[src/rtl/pfcr_pkg.sv]
// ----------------------------------------------------------------------------
// pfcr_pkg
// Shared types and constants for the per-flow congestion rate controller.
// ----------------------------------------------------------------------------
package pfcr_pkg;

	localparam int FLOWS      = 64;
	localparam int RATE_BITS  = 40;
	localparam int FLOW_W     = 6;
	localparam int FUNC_W     = 3;
	localparam int TIME_W     = 48;
	localparam int FACT_W     = 17;
	localparam int IVL_W      = 24;
	localparam int MODE_W     = 2;
	localparam int Q_BITS     = 16;
	localparam int PROD_W     = RATE_BITS + FACT_W;
	localparam int CFG_IDX_W  = 4;
	localparam int CFG_DATA_W = 40;

	localparam logic [FUNC_W-1:0] FN_INIT  = 3'd0;
	localparam logic [FUNC_W-1:0] FN_CNP   = 3'd1;
	localparam logic [FUNC_W-1:0] FN_BECN  = 3'd2;
	localparam logic [FUNC_W-1:0] FN_CHECK = 3'd3;
	localparam logic [FUNC_W-1:0] FN_QUERY = 3'd4;

	localparam logic [MODE_W-1:0] MODE_STEADY = 2'd0;
	localparam logic [MODE_W-1:0] MODE_SLOW   = 2'd1;
	localparam logic [MODE_W-1:0] MODE_AGGR   = 2'd2;

	localparam logic [CFG_IDX_W-1:0] REG_MIN_RATE    = 4'd0;
	localparam logic [CFG_IDX_W-1:0] REG_CNP_FACTOR  = 4'd1;
	localparam logic [CFG_IDX_W-1:0] REG_BECN_FACTOR = 4'd2;
	localparam logic [CFG_IDX_W-1:0] REG_SLOW_STEP   = 4'd3;
	localparam logic [CFG_IDX_W-1:0] REG_AGGR_FACTOR = 4'd4;
	localparam logic [CFG_IDX_W-1:0] REG_THRESHOLD   = 4'd5;
	localparam logic [CFG_IDX_W-1:0] REG_RECOV_IVL   = 4'd6;
	localparam logic [CFG_IDX_W-1:0] REG_CNP_MIN_IVL = 4'd7;

	typedef struct packed {
		logic [FUNC_W-1:0]    func;
		logic [FLOW_W-1:0]    flow;
		logic [RATE_BITS-1:0] rate_bps;
		logic [TIME_W-1:0]    now_ns;
	} cmd_t;

	typedef struct packed {
		logic                 flow_known;
		logic [RATE_BITS-1:0] current_rate;
		logic [MODE_W-1:0]    mode;
		logic                 rate_changed;
		logic                 recovery_armed;
		logic                 notice_ignored;
	} res_t;

	typedef struct packed {
		logic [RATE_BITS-1:0] min_rate;
		logic [FACT_W-1:0]    cnp_factor;
		logic [FACT_W-1:0]    becn_factor;
		logic [RATE_BITS-1:0] slow_step;
		logic [FACT_W-1:0]    aggressive_factor;
		logic [FACT_W-1:0]    threshold_fraction;
		logic [IVL_W-1:0]     recovery_interval;
		logic [IVL_W-1:0]     cnp_min_interval;
	} cfg_regs_t;

	typedef struct packed {
		logic load;
		logic prep;
		logic mul;
		logic wb;
	} ctrl_cmd_t;

endpackage

[src/rtl/pfcr_cfg.sv]
// ----------------------------------------------------------------------------
// pfcr_cfg
// Configuration register file, written through a valid/ready channel.
// ----------------------------------------------------------------------------
module pfcr_cfg (
	input  logic                             clk,
	input  logic                             arst_n,
	input  logic                             cfg_valid,
	output logic                             cfg_ready,
	input  logic [pfcr_pkg::CFG_IDX_W-1:0]   cfg_index,
	input  logic [pfcr_pkg::CFG_DATA_W-1:0]  cfg_data,
	output pfcr_pkg::cfg_regs_t              regs
);
	import pfcr_pkg::*;

	cfg_regs_t regs_q;

	assign cfg_ready = 1'b1;
	assign regs      = regs_q;

	always_ff @(posedge clk or negedge arst_n) begin
		if (!arst_n) begin
			regs_q.min_rate           <= RATE_BITS'(100_000_000);
			regs_q.cnp_factor         <= FACT_W'(65536);
			regs_q.becn_factor        <= FACT_W'(32768);
			regs_q.slow_step          <= RATE_BITS'(100_000_000);
			regs_q.aggressive_factor  <= FACT_W'(6554);
			regs_q.threshold_fraction <= FACT_W'(32768);
			regs_q.recovery_interval  <= IVL_W'(50000);
			regs_q.cnp_min_interval   <= IVL_W'(10000);
		end else if (cfg_valid && cfg_ready) begin
			unique case (cfg_index)
				REG_MIN_RATE:    regs_q.min_rate           <= cfg_data[RATE_BITS-1:0];
				REG_CNP_FACTOR:  regs_q.cnp_factor         <= cfg_data[FACT_W-1:0];
				REG_BECN_FACTOR: regs_q.becn_factor        <= cfg_data[FACT_W-1:0];
				REG_SLOW_STEP:   regs_q.slow_step          <= cfg_data[RATE_BITS-1:0];
				REG_AGGR_FACTOR: regs_q.aggressive_factor  <= cfg_data[FACT_W-1:0];
				REG_THRESHOLD:   regs_q.threshold_fraction <= cfg_data[FACT_W-1:0];
				REG_RECOV_IVL:   regs_q.recovery_interval  <= cfg_data[IVL_W-1:0];
				REG_CNP_MIN_IVL: regs_q.cnp_min_interval   <= cfg_data[IVL_W-1:0];
				default: ;
			endcase
		end
	end

endmodule

[config.mk]
export PLATFORM = sky130hd
export DESIGN_NAME = pfcr_cfg
export DESIGN_NICKNAME = d
export VERILOG_FILES = /design/src/rtl/pfcr_pkg.sv /design/src/rtl/pfcr_cfg.sv
export SDC_FILE = /design/constraint.sdc
export NUM_CORES = 1
export LEC_CHECK = 0
export BUFFER_PORTS_ARGS = -buffer_cell sky130_fd_sc_hd__buf_2
export CAP_MARGIN = 20
export CORE_MARGIN = 4
export CORE_UTILIZATION = 54
export DETAILED_ROUTE_END_ITERATION = 8
export PLACE_DENSITY = 0.84
export SLEW_MARGIN = 20
export SYNTH_ARGS = -nofsm -noshare
export SYNTH_HDL_FRONTEND = slang
export SYNTH_SLANG_ARGS = --single-unit
export TNS_END_PERCENT = 30
[constraint.sdc]
create_clock -name clk -period 1.6 [get_ports clk]
set_input_delay 0.16 -clock clk [delete_from_list [all_inputs] [get_ports clk]]
set_output_delay 0.16 -clock clk [all_outputs]
set_load 0.03 [all_outputs]
Yosys cells after proc, flatten, opt, wreduce, memory -nomap -nowiden:

Cells that the tools add are included.

* register bits: 196
* input port bits: 47

* equality and inequality tests: 7
* reduce and logical (&&, ||, !) cells: 9

Operators by type and width (number)
* equality test 4 x 3 -> 1 bit, second input constant: 4
* AND reduction 2 bit: 8
* equality test 4 x 2 -> 1 bit, second input constant: 2
* equality test 4 x 1 -> 1 bit, second input constant: 1
* zero test 4 bit: 1

Logic depth before layout (Yosys ltp):

* word-level depth: 2
* depth in mapped cells: 5
* gate-level depth less buffers: 3

Least setup slack after synthesis:

OpenSTA, ideal clock, no wires.

* path kind: in2reg
* from: input cfg_index[1] (netlist name)
* to: register regs_q (netlist bit regs[71])
* library setup time: 125 ps
* arrival time: 1274 ps
* setup slack: 201 ps
* stages: 5
* buffers on the path: 3
* cells stage by stage: buf_2 -> or3_1 -> buf_2 -> buf_6 -> mux2_4

* longest elaborated chain between the ends: 2

Ends and longest elaborated chain
* from (decl): line pfcr_cfg.sv:10 `input logic [pfcr_pkg::CFG_IDX_W-1:0] cfg_index,`
* equality test 4 x 3 -> 1 bit: line pfcr_cfg.sv:32 `unique case (cfg_index)`
* AND reduction 2 bit (no line)
* to (decl): line pfcr_cfg.sv:16 `cfg_regs_t regs_q;`

Every way passes these cells.
A chain may end at the register's enable or synchronous reset.

Worst setup path after layout:

* from: register regs_q (netlist bit regs[32])
* to: output regs[32] (netlist name)

RTL lines
* to (decl): line pfcr_cfg.sv:12 `output pfcr_pkg::cfg_regs_t regs`

No word-level cell between the ends.

==> impl_results.md <==
- Num CTS Buffers: 17
- EDFF count, synth: 0
- Min Tclk post-route: 1330 ps
- Initial antenna violation count: 0
- Psw: between 5 and 6 mW
- Met3 routed WL: about 1.6 mm
- Starting DRT DRC Count: 221
- CTS tree: done
- Worst stage delay on the critical path: between 500 and 600 ps
- Largest register FFs: approximately 200
- R2R Path Start: regs[88]
- Row count: 42
- Mapped Area: 7450 sq um
- Cell internal pwr: slightly above 10 mW
- PostCTS Resize Cnt: 0
- R2R cell count: 1
- Pwr Density: approximately 1600 nW/um^2
- Layout Cells excl Fill: about 890
- YS warnings: 0
- CP Buf/Inv Count: 1
- Post-synth net total: around 470
- Clock Sinks: between 150 and 200
- Final ANT Viol Nets: 0
- WP data arrival: ~1200 ps
- Die height: between 100 and 150 microns
- Simple-Gate Fraction of Synth Area: 0.0153
- Yosys reg bits: approximately 200
- DPL Wire Length: 12.9 mm
- Core area: between 10000 and 15000 sq um
- Tightest Hold Check Type: input pin to register
- Max layer used: met4
- Worst-path maximum fanout: 2
- Final setup vio count: 0
- Synth area leaders: dfrtp_1 51%, mux2_2 28%, dfstp_2 16%
- Clock share of power: 0.237
- Largest family of logic cells by synthesized area: multiplexers
- Clk_lat worst skew: 420 ps
- Placed cells: about 840
- Layout fillers: 845
- Synth Area in Adders: 0
- Vias in the first global route: ~5.3k
- Post-synth top area cell: dfrtp_1
- Synth Area in Compound Gates: 0
- Layout cells sized above 1: 0.744
- Slew Limit Fails: 0
- Status: completed
- CP Launch Type: register
- Synth top area share: 0.507
- Part of the Yosys area used for sequential elements: 0.666
- Worst hold stages: 2
- Combinational share of power: 0.329
- WS Path Type: register to output pin
- CTS max path bufs: 2
- Die area: roughly 16000 sq um
- RePlAce Congestion: around 0.79
- Clk slew on worst S/H paths: roughly 70 ps
- Setup TNS: 0 ps
- Mapped Cells: between 400 and 500
- Number of port buffers: approximately 240
- Fin. Hold Viols: 0
- First-pass iteration count of the detailed router: 4
- Synth Area per Inst: 17.5 sq um
- Power Total: about 16 mW
- Tot GR Track Use: 0.242
- Setup crit end kind: output pin
- Commonest cells in the netlist: 184 x mux2_2, 151 x dfrtp_1, 45 x dfstp_2
- Worst Hold End: regs[103]
- Mux cell area share after synthesis: 0.301
- Mean routed wirelength per cell: slightly above 20 microns
- Most frequent cell after synthesis: mux2_2
- Cell family with most CP delay: flip-flops
- Critical-path top delay cell: dfstp_2
- Tcrit/Tclk final: 0.832
- Largest net degree at the start of global routing: between 50 and 60
- Area Overhead vs Synth: 31.6%
- Async SR Flop Fraction: 1.00
- Fin nets: between 700 and 800
- CTS root buf: clkbuf_16
- F_max: between 700 and 800 MHz
- Static leakage: between 4 and 5 nW
- FF-to-FF setup slack: between 700 and 800 ps
- Initial Utilization: 0.556
- Crit path required time: between 1000 and 1500 ps
- Min-delay src: cfg_data[21]
- Worst r2r dst: regs[88]
- Routed WL: roughly 19 mm
- Largest vdd supply drop: around 0.98 mV
- Hold_ws: 27.3 ps
- Max H-tree Level: 4
- GR Overflow Total: 0
- N_diodes: 0
- M1 wire length: 7.62 mm
- Top FF cell, synth: dfrtp_1
- Vias: between 4k and 5k
- Sequential Power Share: 0.435
- Unrepaired setup endpoints after global routing: false
- First-pass GRT wire length: 29.7 mm
- Worst Clk Skew: 0 ps
- Switch share: 0.368
- CP cell instances: buf_2
- Ports: 244
- DR vias/cell: 5.28
- Residual DRC: 0
- Met2 routed WL: between 9 and 10 mm
- Chip Width: 125 microns
- Netlist cell types: 17
- XOR/XNOR Fraction of Synth Area: 0
- Max-cap violations: 0
layer usage:
| layer | track usage | up-vias |
|---|---|---|
| met5 | 0 | - |
| met4 | 0.0657 | 0 |
| met3 | 0.0934 | 25 |
| met2 | 0.398 | 205 |
| met1 | 0.302 | 2421 |
| li1 | - | 2070 |
through the flow:
stage	instance area, sq um	setup WS, ps	utilization
after detailed placement	9080	123	0.677
after global placement	9080	148	0.677
final	9800	269	0.732
after CTS	9800	247	0.732
after floorplan	7450	201	-
after global routing	9800	226	0.732
final cells by class:
cell class              count  area (sq um)  share of cell area
flip-flops and latches    196          4960               0.506
multi-input cells         209          2380               0.243
repair buffers            281          1730               0.176
clock buffers              24           462              0.0471
well taps                 176           220              0.0225
clock inverters             8          55.1             0.00562
cells by family after synthesis:
family | Yosys count
buf+inv | 21
other cells | 1
mux | 196
simple gates | 12
flops | 196
power groups by stage:
stage               Clock (mW)  Sequential [mW]  Combinational (mW)
finish                    3.79             6.95                5.25
global route              4.07             7.09                5.52
global placement             0             6.93                5.12
CTS                       3.86             6.95                5.29
detailed placement           0             7.02                5.24
floorplan                    0             9.30                1.10
placed cells by master (no fill, tap or decap), drive strengths merged:
| cell type | instances |
|---|---|
| nor2 | 2 |
| dfstp | 45 |
| or3 | 1 |
| buf | 260 |
| clkinvlp | 3 |
| nand2 | 2 |
| dfrtp | 151 |
| nand3b | 3 |
| clkinv | 5 |
| dlygate4sd3 | 21 |
| nor3b | 3 |
| clkbuf | 24 |
| and3 | 1 |
| mux2 | 196 |
| conb | 1 |
worst max-delay path by stage:
stage,startpoint,endpoint,slack [ps],cells after the start
after floorplan,cfg_index[1],regs[71],200,5
after global placement,cfg_index[3],regs[78],150,5
after detailed placement,cfg_index[3],regs[78],120,5
after CTS,regs[77],regs[77],250,1
after global routing,regs[77],regs[77],230,1
final,regs[32],regs[32],270,1
timing repair:
| action | 4_1_cts | 5_1_grt |
|---|---|---|
| buffers inserted | 0 | 0 |
| endpoints found under the hold margin | 78 | 0 |
| hold buffers | 21 | 0 |
Note: power is estimated with default switching activity, not from simulation.
